[src/rtl/window_3x3_filter_assert.svh]
// Assertion macros shared by the window filter modules.
// Each module that asserts has ports clk_i and rst_ni.
`ifndef WINDOW_3X3_FILTER_ASSERT_SVH
`define WINDOW_3X3_FILTER_ASSERT_SVH

// Property holds at every clock edge outside reset.
`define WF3_ASSERT(lbl, prop, msg) \
  lbl: assert property (@(posedge clk_i) disable iff (!rst_ni) (prop)) else $error(msg);

// Antecedent implies consequent in the same cycle.
`define WF3_ASSERT_IMPL(lbl, ante, cons, msg) \
  lbl: assert property (@(posedge clk_i) disable iff (!rst_ni) (ante) |-> (cons)) \
    else $error(msg);

`endif

[src/rtl/wf3_pkg.sv]
// Types and constants of the 3x3 window filter.
// Used by the front, queue, back and top level; depends on nothing.
package wf3_pkg;

  typedef enum logic [1:0] {
    CFG_WIDTH  = 2'd0,
    CFG_HEIGHT = 2'd1,
    CFG_MODE   = 2'd2
  } wf3_cfg_idx_e;

  typedef enum logic {
    MODE_BOX     = 1'b0,
    MODE_LAPLACE = 1'b1
  } wf3_mode_e;

  localparam int PIX_W   = 8;
  localparam int ROW_W   = 12;
  localparam int SUM_W   = 12;
  localparam int LAP_W   = 11;

  // floor(sum / 9) as (sum * 7282) >> 16, exact for sums up to 9 * 255
  localparam logic [12:0] BOX_RECIP = 13'd7282;
  localparam int          BOX_SHIFT = 16;

  localparam int QDEPTH = 4;
  localparam int QAW    = 2;
  localparam int QCW    = 3;

  typedef struct packed {
    logic [ROW_W-1:0] last_row;
    wf3_mode_e        mode;
  } wf3_cfg_t;

  typedef struct packed {
    logic [SUM_W-1:0]        sum;
    logic signed [LAP_W-1:0] lap;
    wf3_mode_e               mode;
    logic                    frame_end;
  } wf3_entry_t;

endpackage

[src/rtl/wf3_queue.sv]
// Short queue between front and back, carrying partial results.
// Reports full early enough to cover the item still in the front; uses wf3_pkg.
`include "window_3x3_filter_assert.svh"

module wf3_queue
  import wf3_pkg::*;
(
  input  logic       clk_i,
  input  logic       rst_ni,
  input  logic       push_i,
  input  wf3_entry_t data_i,
  input  logic       inflight_i,
  input  logic       pop_i,
  output wf3_entry_t data_o,
  output logic       empty_o,
  output logic       full_o
);

  wf3_entry_t     entries_q [QDEPTH];
  logic [QAW-1:0] wr_ptr_q, rd_ptr_q;
  logic [QCW-1:0] count_q;
  logic [QCW-1:0] level;

  assign level   = count_q + QCW'(inflight_i);
  assign full_o  = level >= QCW'(QDEPTH);
  assign empty_o = count_q == '0;
  assign data_o  = entries_q[rd_ptr_q];

  always_ff @(posedge clk_i) begin
    if (push_i) begin
      entries_q[wr_ptr_q] <= data_i;
    end
  end

  always_ff @(posedge clk_i or negedge rst_ni) begin
    if (!rst_ni) begin
      wr_ptr_q <= '0;
      rd_ptr_q <= '0;
      count_q  <= '0;
    end else begin
      if (push_i) wr_ptr_q <= wr_ptr_q + QAW'(1);
      if (pop_i)  rd_ptr_q <= rd_ptr_q + QAW'(1);
      count_q <= count_q + QCW'(push_i) - QCW'(pop_i);
    end
  end

  `WF3_ASSERT(a_no_overflow, !(push_i && !pop_i && count_q == QCW'(QDEPTH)),
    "queue overflow")
  `WF3_ASSERT_IMPL(a_no_underflow, pop_i, !empty_o, "queue underflow")

endmodule

[config.mk]
export PLATFORM = sky130hd
export DESIGN_NAME = wf3_queue
export DESIGN_NICKNAME = d
export VERILOG_FILES = /design/src/rtl/wf3_pkg.sv /design/src/rtl/wf3_queue.sv
export VERILOG_INCLUDE_DIRS = /design/src /design/src/rtl
export SDC_FILE = /design/constraint.sdc
export NUM_CORES = 1
export LEC_CHECK = 0
export BUFFER_PORTS_ARGS = -buffer_cell sky130_fd_sc_hd__buf_4
export CAP_MARGIN = 20
export CORE_AREA = 2 2 86 88
export DETAILED_ROUTE_END_ITERATION = 10
export DIE_AREA = 0 0 88 90
export GPL_TIMING_DRIVEN = 0
export HOLD_SLACK_MARGIN = 0.15
export PLACE_DENSITY = 0.81
export REMOVE_ABC_BUFFERS = 1
export SLEW_MARGIN = 25
export SYNTH_ARGS = -nofsm -noshare
export SYNTH_HDL_FRONTEND = slang
export SYNTH_SLANG_ARGS = --single-unit
[constraint.sdc]
create_clock -name clk_i -period 4.49 [get_ports clk_i]
set_clock_uncertainty 0.15 [all_clocks]
set_input_delay 0.2245 -clock clk_i [delete_from_list [all_inputs] [get_ports clk_i]]
set_output_delay 0.2245 -clock clk_i [all_outputs]
set_load 0.02 [all_outputs]
==> impl_metrics.ini, run 1 <==
[outcome]
status = complete, no violations

[routing]
drtAntennaViolNets = 0
wirelength_um = 6321
routed_via_density = 5.208
first_pass_iters = 4
drtIter0Drc = 94
vias = 1880
wl_per_cell_um = 17.51
drc_errors = 0

[worst_hold_path]
holdCritPathClass = reg2reg

[synthesis]
synth_seq_area_share_pct = 78.44
ys_ff_latch = 107
synth.avg_cell_area_um2 = 24.41
ys_warn_count = 0
synth_cell_types = 17
synthCells = 166
netlist_area_mm2 = 0.004051

[clocking]
clk_latency_ns = 0.35
htree_levels = 3
numClockSinks = 107
numCtsBuffers = 9
cts.clk_slew.worst_paths_ns = 0.09
cts_setup_buffers = 0
cts_buffer_depth = 2
cts_root_buffer = clkbuf_8
tritoncts = done

[setup_path]
crit_type = reg2out
cp.arrival_ns = 1.96
regToRegSetupSlack_ns = 2.61
cp-start-kind = flop
worstPathRequired_ns = 4.12
end_kind = primary output
cp_max_fo = 14

[floorplan]
design.die.area_mm2 = 0.007920
die_w_um = 88
initial_utilization_pct = 57.71
ios = 57
fp-row-count = 31
die_y_um = 90
core_mm2 = 0.007020

[sta]
slew_headroom_pct = 53.82
setup_violations = 0
worst_pin_slew_ns = 0.6926
fin_crit_ns = 2.336
hold_viol = 0
slew_viol_final = 0
fin_setup_tns_ns = 0
fmax_mhz = 428.1
rsz0062_at_grt = no
min_period_over_period_pct = 52.02

[grt]
grt_max_degree = 27
grt_pass1_vias = 2017
antenna_found_initial = 0
grt_pass1_wl_um = 10150
grt_remaining_overflow = 0
track_usage_pct = 17.63

[finish]
drive_gt1_share_pct = 36.64
fillers = 430
nets = 294
area_delta_synth_final_pct = 25.32
final_util_pct = 72.32
antennaDiodeCount = 0

[placed_design]
gp_congestion = 0.6763
io_buffers = 56
hpwlAfterDp_um = 3708

[pwr]
power.total_uw = 3128
vdd_drop_max_uv = 386.8
p_leak_uw = 0.001818
p_per_area_mw_per_mm2 = 616.0

[run]
cap_violations = 0
==> placed cells by master (no fill, tap or decap) <==
cell / Yosys / routed
o21ai_0: 1 / 1
buf_16: 0 / 1
nand3_1: 1 / 1
dfrtp_2: 0 / 2
dfrtp_1: 7 / 5
xnor2_1: 4 / 4
inv_8: 0 / 1
dlygate4sd3_1: 0 / 29
mux4_1: 7 / 7
nor3_1: 1 / 1
inv_1: 6 / 6
and2_2: 0 / 4
edfxtp_1: 100 / 100
fa_1: 1 / 1
buf_4: 0 / 56
xor2_1: 2 / 2
ha_1: 6 / 6
mux4_2: 18 / 18
inv_6: 0 / 1
bufinv_16: 0 / 2
clkinvlp_4: 0 / 2
nand2_1: 2 / 2
clkinv_1: 0 / 1
clkbuf_8: 0 / 9
==> cell families after synthesis <==
kind of cell | count (synthesis) | share of synthesized area [%]
adder cells (fa/ha/maj) | 7 | 2.347
multiplexers | 25 | 14.55
XOR/XNOR | 6 | 1.297
flip-flops | 107 | 78.44
buffers and inverters | 12 | 2.193
AO/OA/AOI/OAI | 1 | 0.1234
AND/OR/NAND/NOR | 8 | 1.050
==> routing by layer <==
layer / part of all wire, % / GRT usage [%]
met1: 43 / 23.30
met5: 0 / 0
met4: 1.5 / 6.538
met2: 51 / 29.04
met3: 4.1 / 3.581
==> power breakdown <==
group          internal (uW)  total (uW)  leakage [uW]  switching, uW
Sequential              1310        1450      0.000999            141
Clock                    318         632      0.000105            314
Combinational            529        1040      0.000714            511
==> state kept, by name, indices dropped and copies added, names as in the netlist <==
| register | flops |
|---|---|
| rd_ptr_q | 2 |
| count_q | 3 |
| entries_q | 100 |
| wr_ptr_q | 2 |
==> synthesized netlist by cell type, drive strengths merged <==
| cell | n | share of area, % |
|---|---|---|
| and2 | 4 | 0.62 |
| buf | 6 | 1.6 |
| dfrtp | 7 | 4.3 |
| edfxtp | 100 | 74 |
| fa | 1 | 0.49 |
| ha | 6 | 1.9 |
| inv | 6 | 0.56 |
| mux4 | 25 | 15 |
| nand2 | 2 | 0.19 |
| nand3 | 1 | 0.12 |
| nor3 | 1 | 0.12 |
| o21ai | 1 | 0.12 |
| xnor2 | 4 | 0.86 |
| xor2 | 2 | 0.43 |
==> cell type report <==
class	count	area [um^2]	share of cell area [%]
sequential	107	3181	62.64
multi-input combinational	47	789.5	15.55
timing repair buffer	86	738.2	14.54
clock buffer	9	123.9	2.440
tap	99	123.9	2.440
clock inverter	7	98.84	1.947
inverter	6	22.52	0.4436
==> final timing paths <==
kind	from	end	cells past startpoint
max in group asynchronous	rst_ni	rd_ptr_q[1]	3
setup reg to reg	count_q[0]	count_q[2]	7
setup / recovery	rd_ptr_q[0]	data_o[8]	3
hold reg to reg	wr_ptr_q[0]	wr_ptr_q[0]	1
min in group asynchronous	rst_ni	count_q[0]	3
hold / removal	wr_ptr_q[0]	wr_ptr_q[0]	1
==> per-stage QoR <==
step / setup WS [ns] / hold WS [ns] / std cells / area, um^2
floorplan: 2.215 / -0.2211 / 160 / 3985
global placement: 1.737 / -0.1095 / 315 / 4529
detailed placement: 2.497 / -0.1065 / 316 / 4564
CTS: 2.105 / 0.4154 / 361 / 5077
global route: 2.044 / 0.4500 / 361 / 5077
finish: 2.154 / 0.4070 / 361 / 5077
==> timing repair <==
item                      CTS  global route
resized for setup           0             0
hold buffers               29             0
hold endpoints to repair  112             0
==> critical path, stage by stage (launching register included) <==
cell and delay (ns):
dfrtp_2 0.67, buf_16 0.23, mux4_2 0.52, buf_4 0.17
No activity file was read; power rests on OpenSTA's default activity.
==> run 2: changes to the inputs <==
--- a/config.mk
+++ b/config.mk
@@ -8,12 +8,12 @@
 export LEC_CHECK = 0
 export BUFFER_PORTS_ARGS = -buffer_cell sky130_fd_sc_hd__buf_4
 export CAP_MARGIN = 20
-export CORE_AREA = 2 2 86 88
+export CORE_AREA = 2 2 93 95
 export DETAILED_ROUTE_END_ITERATION = 10
-export DIE_AREA = 0 0 88 90
+export DIE_AREA = 0 0 95 97
 export GPL_TIMING_DRIVEN = 0
 export HOLD_SLACK_MARGIN = 0.15
-export PLACE_DENSITY = 0.81
+export PLACE_DENSITY = 0.73
 export REMOVE_ABC_BUFFERS = 1
 export SLEW_MARGIN = 25
 export SYNTH_ARGS = -nofsm -noshare
==> constraint.sdc (replaced) <==
create_clock -name clk_i -period 2.1 [get_ports clk_i]
set_clock_uncertainty 0.15 [all_clocks]
set_input_delay 0.105 -clock clk_i [delete_from_list [all_inputs] [get_ports clk_i]]
set_output_delay 0.105 -clock clk_i [all_outputs]
set_load 0.02 [all_outputs]
==> run 2 against run 1 <==
  * Global-route usage decreased by 2.1 points
  * Largest power group unchanged
  * Sequential share of layout area up 0.052 points
  * Clock power rose by 95%
  * Wire length is 5.6% higher
  * Largest cell class unchanged
  * Highest routed layer unchanged
  * Die area up 16%
  * Flip-flop and latch count is the same
==> impl_metrics.ini, run 2 (synthesized netlist as in run 1, its figures left out) <==
[outcome]
status = complete, no violations

[placed_design]
hpwlAfterDp_um = 3975
gp_congestion = 0.6616
io_buffers = 56
place_area_mm2 = 0.004572

[finish]
drive_gt1_share_pct = 38.02
largest-register = entries_q
design_area_mm2 = 0.005081
top_regs = entries_q: 100 flops, count_q: 3 flops
area_delta_synth_final_pct = 25.42
nets = 295
final_common_cell = edfxtp_1
final_cell_mix = 100 x edfxtp_1, 56 x buf_4, 29 x dlygate4sd3_1, 20 x mux4_2, 9 x clkbuf_8
largest_reg_flops = 100
antennaDiodeCount = 0
fillers = 559
final_util_pct = 62.47

[worst_hold_path]
hold-path-endpoint = entries_q[3][0]
holdCritPathClass = in2reg
hold_depth = 2
min_from = data_i[0]

[floorplan]
die_w_um = 95
ios = 57
core_mm2 = 0.008134
design.die.area_mm2 = 0.009215
initial_utilization_pct = 49.81
fp-row-count = 33
die_y_um = 97

[sta]
setup_violations = 0
slew_headroom_pct = 53.82
fmax_mhz = 493.3
fin_crit_ns = 2.027
hold_viol = 0
min_period_over_period_pct = 96.54
slew_viol_final = 0
worst_pin_slew_ns = 0.6926
rsz0062_at_grt = no

[grt]
grt_max_degree = 27
antenna_found_initial = 0
grt_pass1_wl_um = 10540
grt_remaining_overflow = 0
grt_pass1_vias = 2084
track_usage_pct = 15.56

[routing]
drc_errors = 0
vias = 1884
wl_per_cell_um = 18.13
drtAntennaViolNets = 0
wirelength_um = 6672
first_pass_iters = 4
routed_via_density = 5.120
drtIter0Drc = 38

[setup_path]
cp_max_fo = 16
cp.arrival_ns = 1.77
path_cells = buf_16 -> mux4_1 -> buf_4
regToRegSetupSlack_ns = 0.25
end_kind = primary output
crit_type = reg2out
cp-start-kind = flop
r2r_end = count_q[2]
critPathBufInv = 2
worstPathRequired_ns = 1.85
crit_family = multiplexers
crit_slowest_cell = mux4_1
reg2regPathDepth = 7
reg2reg_from = count_q[0]
critical-path-max-stage-delay_ns = 0.57

[pwr]
vdd_drop_max_uv = 714.9
p_per_area_mw_per_mm2 = 1310
p_leak_uw = 0.001813

[clocking]
tritoncts = done
numCtsBuffers = 9
numClockSinks = 107
cts_buffer_depth = 2
htree_levels = 3
cts.clk_slew.worst_paths_ns = 0.10
cts_root_buffer = clkbuf_8
clk_latency_ns = 0.36

[run]
cap_violations = 0
-- run 2: cell count changes in the layout (fill, tap and decap cells not counted), sizes merged --
cell      delta
buf          +1
clkinvlp     -1
clkinv       +3
inv          -1
bufinv       -1
-- run 2: how the worst max path moves through the flow --
stage / cells after the start / start / slack, ns / endpoint
after floorplan: 1 / rd_ptr_q[0] / -0.06 / data_o[0]
after global placement: 2 / rd_ptr_q[0] / -0.57 / data_o[5]
after detailed placement: 3 / rd_ptr_q[0] / 0.18 / data_o[5]
after CTS: 3 / rd_ptr_q[0] / 0.02 / data_o[5]
after global routing: 3 / rd_ptr_q[0] / 0.002 / data_o[24]
final: 3 / rd_ptr_q[0] / 0.07 / data_o[1]
-- run 2: cell type report --
class	instances	area, um^2	share of cell area, %
multi-input cells	47	782.0	15.39
inverters	6	22.52	0.4432
clock inverters	7	77.57	1.527
flip-flops and latches	107	3186	62.69
repair buffers	87	758.2	14.92
clock buffers	9	123.9	2.438
well taps	105	131.4	2.586
-- run 2: layer usage --
layer  track usage (%)  vias up  share of wire, %
li1                  -      862                 -
met1             19.42      966                42
met2             26.40       50                53
met3             4.984        6               4.2
met4             3.679        0              0.84
met5                 0        -                 0
-- run 2: through the flow --
step	hold slack [ns]	setup slack (ns)	power (uW)	TNS, ns	std cells
final	0.3263	0.07265	6654	0	368
after CTS	0.3023	0.01956	6748	0	368
after global placement	-0.2282	-0.5708	5309	-22.10	321
after global routing	0.3170	0.001719	7007	0	368
after detailed placement	-0.2266	0.1791	5426	0	322
after floorplan	-0.3406	-0.05554	4450	-0.3888	160
-- run 2: what timing repair did --
| action | CTS | global route |
|---|---|---|
| gates resized for setup | 1 | 3 |
| endpoints found under the setup margin | 17 | 7 |
| setup buffers | 1 | 0 |
| hold buffers | 29 | 0 |
| endpoints found under the hold margin | 113 | 0 |
-- run 2: where the power goes --
part           total, uW  switching [uW]  leakage (uW)  internal [uW]
logic               2360            1190      0.000715           1180
registers           3060             241      0.000999           2820
clock network       1230             672     0.0000998            559
-- run 2: worst register-to-register path, stage by stage, from the launching register on --
cell and delay (ns):
dfrtp_1 0.39, inv_1 0.05, ha_1 0.26, inv_1 0.04
ha_1 0.18, fa_1 0.37, xnor2_1 0.19, xnor2_1 0.14
