[src/rtl/window_3x3_filter_assert.svh]
// Assertion macros shared by the window filter modules.
// Each module that asserts has ports clk_i and rst_ni.
`ifndef WINDOW_3X3_FILTER_ASSERT_SVH
`define WINDOW_3X3_FILTER_ASSERT_SVH

// Property holds at every clock edge outside reset.
`define WF3_ASSERT(lbl, prop, msg) \
  lbl: assert property (@(posedge clk_i) disable iff (!rst_ni) (prop)) else $error(msg);

// Antecedent implies consequent in the same cycle.
`define WF3_ASSERT_IMPL(lbl, ante, cons, msg) \
  lbl: assert property (@(posedge clk_i) disable iff (!rst_ni) (ante) |-> (cons)) \
    else $error(msg);

`endif

[src/rtl/wf3_pkg.sv]
// Types and constants of the 3x3 window filter.
// Used by the front, queue, back and top level; depends on nothing.
package wf3_pkg;

  typedef enum logic [1:0] {
    CFG_WIDTH  = 2'd0,
    CFG_HEIGHT = 2'd1,
    CFG_MODE   = 2'd2
  } wf3_cfg_idx_e;

  typedef enum logic {
    MODE_BOX     = 1'b0,
    MODE_LAPLACE = 1'b1
  } wf3_mode_e;

  localparam int PIX_W   = 8;
  localparam int ROW_W   = 12;
  localparam int SUM_W   = 12;
  localparam int LAP_W   = 11;

  // floor(sum / 9) as (sum * 7282) >> 16, exact for sums up to 9 * 255
  localparam logic [12:0] BOX_RECIP = 13'd7282;
  localparam int          BOX_SHIFT = 16;

  localparam int QDEPTH = 4;
  localparam int QAW    = 2;
  localparam int QCW    = 3;

  typedef struct packed {
    logic [ROW_W-1:0] last_row;
    wf3_mode_e        mode;
  } wf3_cfg_t;

  typedef struct packed {
    logic [SUM_W-1:0]        sum;
    logic signed [LAP_W-1:0] lap;
    wf3_mode_e               mode;
    logic                    frame_end;
  } wf3_entry_t;

endpackage

[src/rtl/wf3_back.sv]
// Back end: divide by nine or halve and saturate, into the result register.
// Uses wf3_pkg; pops the queue whenever the result register is free.
module wf3_back
  import wf3_pkg::*;
(
  input  logic             clk_i,
  input  logic             rst_ni,
  input  wf3_entry_t       q_data_i,
  input  logic             q_empty_i,
  output logic             q_pop_o,
  input  logic             pop,
  output logic             empty,
  output logic [PIX_W-1:0] filtered_value_o,
  output logic             frame_end_o
);

  logic             valid_q;
  logic [PIX_W-1:0] value_q, value_d;
  logic             fend_q;
  logic [24:0]      prod;
  logic [LAP_W-2:0] half;

  assign q_pop_o = !q_empty_i && (!valid_q || pop);

  always_comb begin
    prod = 25'(q_data_i.sum) * 25'(BOX_RECIP);
    half = q_data_i.lap[LAP_W-1:1];
    value_d = prod[BOX_SHIFT +: PIX_W];
    if (q_data_i.mode == MODE_LAPLACE) begin
      if (q_data_i.lap[LAP_W-1]) begin
        value_d = '0;
      end else if (half > (LAP_W-1)'(255)) begin
        value_d = '1;
      end else begin
        value_d = half[PIX_W-1:0];
      end
    end
  end

  always_ff @(posedge clk_i or negedge rst_ni) begin
    if (!rst_ni) begin
      valid_q <= 1'b0;
    end else if (q_pop_o) begin
      valid_q <= 1'b1;
    end else if (pop) begin
      valid_q <= 1'b0;
    end
  end

  always_ff @(posedge clk_i) begin
    if (q_pop_o) begin
      value_q <= value_d;
      fend_q  <= q_data_i.frame_end;
    end
  end

  assign empty            = !valid_q;
  assign filtered_value_o = value_q;
  assign frame_end_o      = fend_q;

endmodule

[config.mk]
export PLATFORM = sky130hd
export DESIGN_NAME = wf3_back
export DESIGN_NICKNAME = d
export VERILOG_FILES = /design/src/rtl/window_3x3_filter_assert.svh /design/src/rtl/wf3_pkg.sv /design/src/rtl/wf3_back.sv
export SDC_FILE = /design/constraint.sdc
export NUM_CORES = 1
export LEC_CHECK = 0
export BUFFER_PORTS_ARGS = -buffer_cell sky130_fd_sc_hd__buf_2
export CORE_MARGIN = 8
export CORE_UTILIZATION = 45
export DETAILED_ROUTE_END_ITERATION = 7
export PLACE_DENSITY = 0.67
export SYNTH_ARGS = -nofsm -noshare
export SYNTH_HDL_FRONTEND = slang
export SYNTH_SLANG_ARGS = --single-unit
export TNS_END_PERCENT = 100
[constraint.sdc]
create_clock -name clk_i -period 2.9 [get_ports clk_i]
set_clock_uncertainty 0.1 [all_clocks]
set_input_delay 0 -clock clk_i [delete_from_list [all_inputs] [get_ports clk_i]]
set_output_delay 0 -clock clk_i [all_outputs]
set_load 0.05 [all_outputs]
==> results.sh, run 1 <==
export IMPL_status="finished, violations left"
export IMPL_violations="negative setup slack"
export IMPL_synth_area_um2=2550
export IMPL_crit_path_start_kind="input pin"
export IMPL_min_from="q_data_i[5]"
export IMPL_hold_end="filtered_value_o[2]$_DFFE_PP_"
export IMPL_antenna_found_initial=0
export IMPL_clockRootBuffer="clkbuf_8"
export IMPL_grt_pass1_vias=2452
export IMPL_min_period_ns=4.12
export IMPL_drc_errors=0
export IMPL_rsz0062_at_grt="yes"
export IMPL_sw_frac_of_total=0.471
export IMPL_die_x_um=91.3
export IMPL_period_share=1.42
export IMPL_coreArea_um2=5510
export IMPL_num_vias=2268
export IMPL_drt_iter0_markers=92
export IMPL_area_growth_pct=45.0
export IMPL_ys_seq_elements=10
export IMPL_nets=501
export IMPL_busiest_layer="met2"
export IMPL_cts_clk_slew_worst_paths_ns=0.05
export IMPL_htreeDepth=1
export IMPL_maxCapViolations=0
export IMPL_grt_max_degree=23
export IMPL_syn_num_nets=393
export IMPL_drt_wl_total_mm=6.41
export IMPL_r2r_cells=1
export IMPL_clockBufferDepth=2
export IMPL_synth_compound_area_frac=0.131
export IMPL_clock_sinks=10
export IMPL_fin_area_um2=3700
export IMPL_ys_top_cells_by_count="67 x ha_1, 54 x inv_1, 29 x fa_1, 16 x nor2_1, 15 x nand2_1"
export IMPL_fin_cells=447
export IMPL_finalPower_mw=3.64
export IMPL_r2r_slack_ns=1.32
export IMPL_worst_slack_ns=-1.22
export IMPL_port_buffers=38
export IMPL_setup_viol_count_final=8
export IMPL_diodes=0
export IMPL_placed_cells=430
export IMPL_hold_viol_final=0
export IMPL_use_met3=0.0165
export IMPL_criticalPathCategory="input pin to flip-flop"
export IMPL_synth_area_mux_share=0
export IMPL_wire_per_inst_um=14.3
export IMPL_synth_top_area_frac=0.329
export IMPL_cp_max_fo=3
export IMPL_power_frac_seq=0.064
export IMPL_worstMarginPinSlew_ns=0.918
export IMPL_grt_use_met2=0.284
export IMPL_grt_use_total=0.156
export IMPL_pwr_share_comb=0.894
export IMPL_r2r_end="filtered_value_o[5]$_DFFE_PP_"
export IMPL_intPower_mw=1.92
export IMPL_cp_end_kind="flip-flop"
export IMPL_r2r_start="valid_q$_DFFE_PN0P_"
export IMPL_max_freq_ghz=0.242
export IMPL_cts_tree="yes"
export IMPL_synthAdderAreaFrac=0.556
export IMPL_clock_latency_ns=0.23
export IMPL_final_max_slew_viol_count=0
export IMPL_io_pins=40
export IMPL_synth_edf_count=9
export IMPL_synth_avg_cell_area_um2=9.52
export IMPL_synth_cell_types=34
export IMPL_arrival_ns=4.02
export IMPL_synth_top_family_by_area="adder cells"
export IMPL_path_cells="buf_8 -> inv_4 -> fa_1 -> inv_2 -> ha_4 -> inv_2 -> fa_1 -> inv_2 -> fa_1 -> inv_1 -> fa_1 -> inv_2 -> ha_4 -> nand2_4 -> buf_4 -> o21a_4 -> buf_4 -> buf_6 -> a31oi_4 -> xor2_1 -> o21a_1"
export IMPL_antenna_left=0
export IMPL_hold_depth=5
export IMPL_power_density_nw_per_um2=983
export IMPL_dpl_cell_area_um2=3270
export IMPL_cts_buffers=3
export IMPL_synthTopCellsByArea="ha_1 33%, fa_1 23%, edfxtp_1 11%"
export IMPL_grt_use_met1=0.196
export IMPL_hold_path_class="input pin to flip-flop"
export IMPL_synthXorXnorAreaFrac=0.0275
export IMPL_place_congestion=0.871
export IMPL_ys_flop_type="edfxtp_1"
export IMPL_synth_cells=268
export IMPL_die_y_um=91.3
export IMPL_p_clk_frac=0.042
export IMPL_yosysMostFrequentCell="ha_1"
export IMPL_hpwl_mm=5.33
export IMPL_drive_gt1_frac=0.384
export IMPL_dieArea_um2=8330
export IMPL_yosysSeqAreaShare=0.116
export IMPL_async_reset_ff_frac=0.100
export IMPL_crit_slowest_cell="fa_1"
export IMPL_initial_core_util=0.463
export IMPL_overflow=0
export IMPL_synth_top_cell_by_area="ha_1"
export IMPL_power_switching_mw=1.71
export IMPL_yosysWarnings=0
export IMPL_synth_simple_area_share=0.0858
export IMPL_grt_pass1_wl_mm=11.0
export IMPL_core_rowCount=27
export IMPL_cp_required_ns=2.79
export IMPL_relSlewSlack=0.388
export IMPL_via_per_inst=5.07
export IMPL_irDropWorstVdd_uv=794
export IMPL_leakagePower_nw=1.94
export IMPL_dr_pass1_iters=4
export IMPL_max_stage_delay_ns=0.54
[power by group through the flow]
| stage | Combinational, mW | Clock, mW | Sequential (mW) |
|---|---|---|---|
| after detailed placement | 2.56 | 0 | 0.235 |
| after CTS | 2.91 | 0.153 | 0.232 |
| after floorplan | 1.57 | 0 | 0.365 |
| final | 3.25 | 0.153 | 0.232 |
| after global placement | 2.50 | 0 | 0.235 |
| after global routing | 3.61 | 0.159 | 0.236 |
[sequential cells by signal, indices dropped and copies added (netlist names)]
name	count
frame_end_o	1
valid_q	1
filtered_value_o	8
[routing by layer]
layer / vias up / share of wire
li1: 1131 / -
met5: - / 0
met4: 0 / 0.011
met2: 25 / 0.52
met3: 9 / 0.021
met1: 1103 / 0.44
[cell usage in the layout (no fill, tap or decap), types with 6 or more instances in the layout]
cell,count
inv_2,10
nor2_1,15
ha_1,58
inv_1,41
ha_4,9
fa_1,29
nand2_1,14
buf_4,59
buf_2,34
a21oi_1,6
o21ai_0,10
edfxtp_1,9
a21o_1,8
[through the flow]
step	setup TNS (ns)	hold WS (ns)	worst slack (ns)	utilization
3_3_place_gp	-10.94	-0.326	-1.44	0.594
5_1_grt	-10.57	0.0804	-1.37	0.672
2_1_floorplan	-8.56	-0.396	-1.19	-
4_1_cts	-8.76	0.0679	-1.19	0.647
6_report	-9.23	0.0580	-1.22	0.672
3_5_place_dp	-11.38	-0.323	-1.53	0.594
[critical path: cells and delay by family]
family / cells / cell delay [ns]
simple gates: 1 / 0.06
compound gates: 3 / 0.55
fa+ha+maj: 6 / 2.61
xor+xnor: 1 / 0.08
buf+inv: 10 / 0.70
[layout make-up]
cell class / instances / area (µm²)
Fill cell: 422 / 1810
Multi-Input combinational cell: 201 / 2290
Clock buffer: 4 / 45.0
Tap cell: 72 / 90.1
Sequential cell: 10 / 295
Inverter: 54 / 211
Timing Repair Buffer: 106 / 764
[timing repair]
action                     4_1_cts  5_1_grt
buffers inserted                 3        6
gates cloned                     0        0
setup endpoints to repair        8        8
hold endpoints to repair         3        0
hold buffers                     5        0
gates resized for setup         34       24
pin swaps                       13       10
[worst max-delay path by stage]
stage / cells after the start / to / slack, ns / from
floorplan: 18 / filtered_value_o[4]$_DFFE_PP_ / -1.19 / q_data_i[15]
global placement: 18 / filtered_value_o[7]$_DFFE_PP_ / -1.44 / q_data_i[15]
detailed placement: 19 / filtered_value_o[6]$_DFFE_PP_ / -1.53 / q_data_i[15]
CTS: 19 / filtered_value_o[3]$_DFFE_PP_ / -1.19 / q_data_i[22]
global route: 19 / filtered_value_o[3]$_DFFE_PP_ / -1.37 / q_data_i[15]
finish: 21 / filtered_value_o[0]$_DFFE_PP_ / -1.22 / q_data_i[20]
[cells by family after synthesis]
| family | Yosys count |
|---|---|
| and+or+nand+nor | 47 |
| AOI/OAI and AO/OA | 50 |
| buffers and inverters | 57 |
| DFF | 10 |
| xor gates and xnor gates | 8 |
| adders and majority gates | 96 |
(Power assumes the default switching activity.)
==> run 2: changes to the inputs <==
--- a/config.mk
+++ b/config.mk
@@ -10,6 +10,7 @@
 export CORE_UTILIZATION = 45
 export DETAILED_ROUTE_END_ITERATION = 7
 export PLACE_DENSITY = 0.67
+export SKIP_CTS_REPAIR_TIMING = 1
 export SYNTH_ARGS = -nofsm -noshare
 export SYNTH_HDL_FRONTEND = slang
 export SYNTH_SLANG_ARGS = --single-unit
==> results.sh, run 2 (same netlist as run 1, synthesis figures left out) <==
export IMPL_sw_frac_of_total=0.476
export IMPL_dr_pass1_iters=4
export IMPL_status="finished, violations left"
export IMPL_drive_gt1_frac=0.375
export IMPL_crit_top_cell="fa_1"
export IMPL_finalPower_mw=3.50
export IMPL_violations="negative setup slack"
export IMPL_crit_slowest_cell="fa_1"
export IMPL_final_cell_mix="59 x buf_4, 57 x ha_1, 42 x inv_1, 34 x buf_2, 29 x fa_1"
export IMPL_cp_num_buf_inv=7
export IMPL_drc_errors=0
export IMPL_drt_wl_total_mm=6.37
export IMPL_grt_max_degree=23
export IMPL_power_frac_seq=0.066
export IMPL_cp_max_fo=5
export IMPL_intPower_mw=1.83
export IMPL_clockBufferDepth=2
export IMPL_cp_required_ns=2.87
export IMPL_wire_per_inst_um=14.3
export IMPL_num_vias=2259
export IMPL_nets=499
export IMPL_cts_tree="yes"
export IMPL_whs_ns=0.0733
export IMPL_period_share=1.44
export IMPL_place_congestion=0.871
export IMPL_cp_top_family="adder cells"
export IMPL_initial_core_util=0.463
export IMPL_min_period_ns=4.19
export IMPL_largest_reg_flops=8
export IMPL_setup_viol_count_final=8
export IMPL_die_y_um=91.3
export IMPL_leakagePower_nw=1.92
export IMPL_final_util=0.662
export IMPL_rsz0062_at_grt="yes"
export IMPL_cts_buffers=3
export IMPL_coreArea_um2=5510
export IMPL_port_buffers=38
export IMPL_criticalPathCategory="input pin to flip-flop"
export IMPL_die_x_um=91.3
export IMPL_fillCellCount=441
export IMPL_clock_latency_ns=0.23
export IMPL_path_cells="buf_8 -> clkinvlp_4 -> fa_1 -> inv_2 -> ha_4 -> inv_2 -> fa_1 -> inv_1 -> fa_1 -> inv_1 -> fa_1 -> inv_2 -> ha_4 -> nand2_4 -> nor2_4 -> o21a_1 -> a2111o_1 -> and4b_1 -> nor3_2"
export IMPL_relSlewSlack=0.363
export IMPL_grt_use_total=0.143
export IMPL_grt_pass1_wl_mm=10.1
export IMPL_cp_end_kind="flip-flop"
export IMPL_drt_iter0_markers=108
export IMPL_final_max_slew_viol_count=0
export IMPL_p_clk_frac=0.043
export IMPL_max_stage_delay_ns=0.54
export IMPL_maxCapViolations=0
export IMPL_via_per_inst=5.08
export IMPL_clockRootBuffer="clkbuf_8"
export IMPL_hpwl_mm=5.33
export IMPL_hold_path_class="input pin to flip-flop"
export IMPL_htreeDepth=1
export IMPL_grt_pass1_vias=2323
export IMPL_core_rowCount=27
export IMPL_final_common_cell="buf_4"
export IMPL_crit_path_start_kind="input pin"
export IMPL_arrival_ns=4.16
export IMPL_irDropWorstVdd_uv=783
export IMPL_cts_clk_slew_worst_paths_ns=0.05
export IMPL_io_pins=40
export IMPL_pwr_share_comb=0.891
export IMPL_max_freq_ghz=0.239
export IMPL_setup_tns_ns=-9.35
export IMPL_overflow=0
export IMPL_dp_slack_ns=-1.53
export IMPL_dieArea_um2=8330
export IMPL_diodes=0
export IMPL_power_switching_mw=1.66
export IMPL_antenna_left=0
export IMPL_clock_sinks=10
export IMPL_antenna_found_initial=0
export IMPL_area_growth_pct=42.9
export IMPL_worst_slack_ns=-1.29
export IMPL_worstMarginPinSlew_ns=0.955
export IMPL_power_density_nw_per_um2=960
export IMPL_hold_viol_final=0
==> run 2: changes by cell type in the layout (fill, tap and decap cells not counted), sizes merged <==
cell,delta
buf,-2
==> run 2: metrics by stage <==
step / area (µm²) / instances
after floorplan: 2590 / 268
after global placement: 3270 / 430
after detailed placement: 3270 / 430
after CTS: 3320 / 434
after global routing: 3650 / 445
final: 3650 / 445
==> run 2: final cells by class <==
class | instances | area (µm²) | share of cell area
inverter | 54 | 209 | 0.0573
multi-input combinational | 201 | 2270 | 0.622
clock buffer | 4 | 45.0 | 0.0124
timing repair buffer | 104 | 738 | 0.202
sequential | 10 | 295 | 0.0810
tap | 72 | 90.1 | 0.0247
==> run 2: path summary, 6_finish.rpt <==
kind	cells past startpoint	end	start	slack, ns
hold / removal	5	filtered_value_o[1]$_DFFE_PP_	q_data_i[4]	0.07
hold reg to reg	1	filtered_value_o[4]$_DFFE_PP_	valid_q$_DFFE_PN0P_	0.77
setup / recovery	19	filtered_value_o[7]$_DFFE_PP_	q_data_i[15]	-1.29
min in group asynchronous	3	valid_q$_DFFE_PN0P_	rst_ni	0.50
max in group asynchronous	3	valid_q$_DFFE_PN0P_	rst_ni	2.09
setup reg to reg	1	filtered_value_o[7]$_DFFE_PP_	valid_q$_DFFE_PN0P_	1.29
==> run 2: layer usage <==
layer  global-route usage  share of wire  up-vias
met5                    0              0        -
met4               0.0246         0.0064        0
met3               0.0165          0.030        4
met2                0.258           0.53       39
met1                0.180           0.44     1089
li1                     -              -     1127
==> run 2: power groups by stage <==
stage,clock [mW],combinational (mW),sequential (mW)
after floorplan,0,1.57,0.365
after global placement,0,2.50,0.235
after detailed placement,0,2.56,0.235
after CTS,0.153,2.58,0.232
after global routing,0.158,3.47,0.236
final,0.151,3.12,0.232
==> run 2: tightest hold or removal path, cell delays in order <==
cell,delay [ns]
buf_2,0.08
nor2_1,0.03
nor2_1,0.08
nand2_1,0.05
o21ai_0,0.06
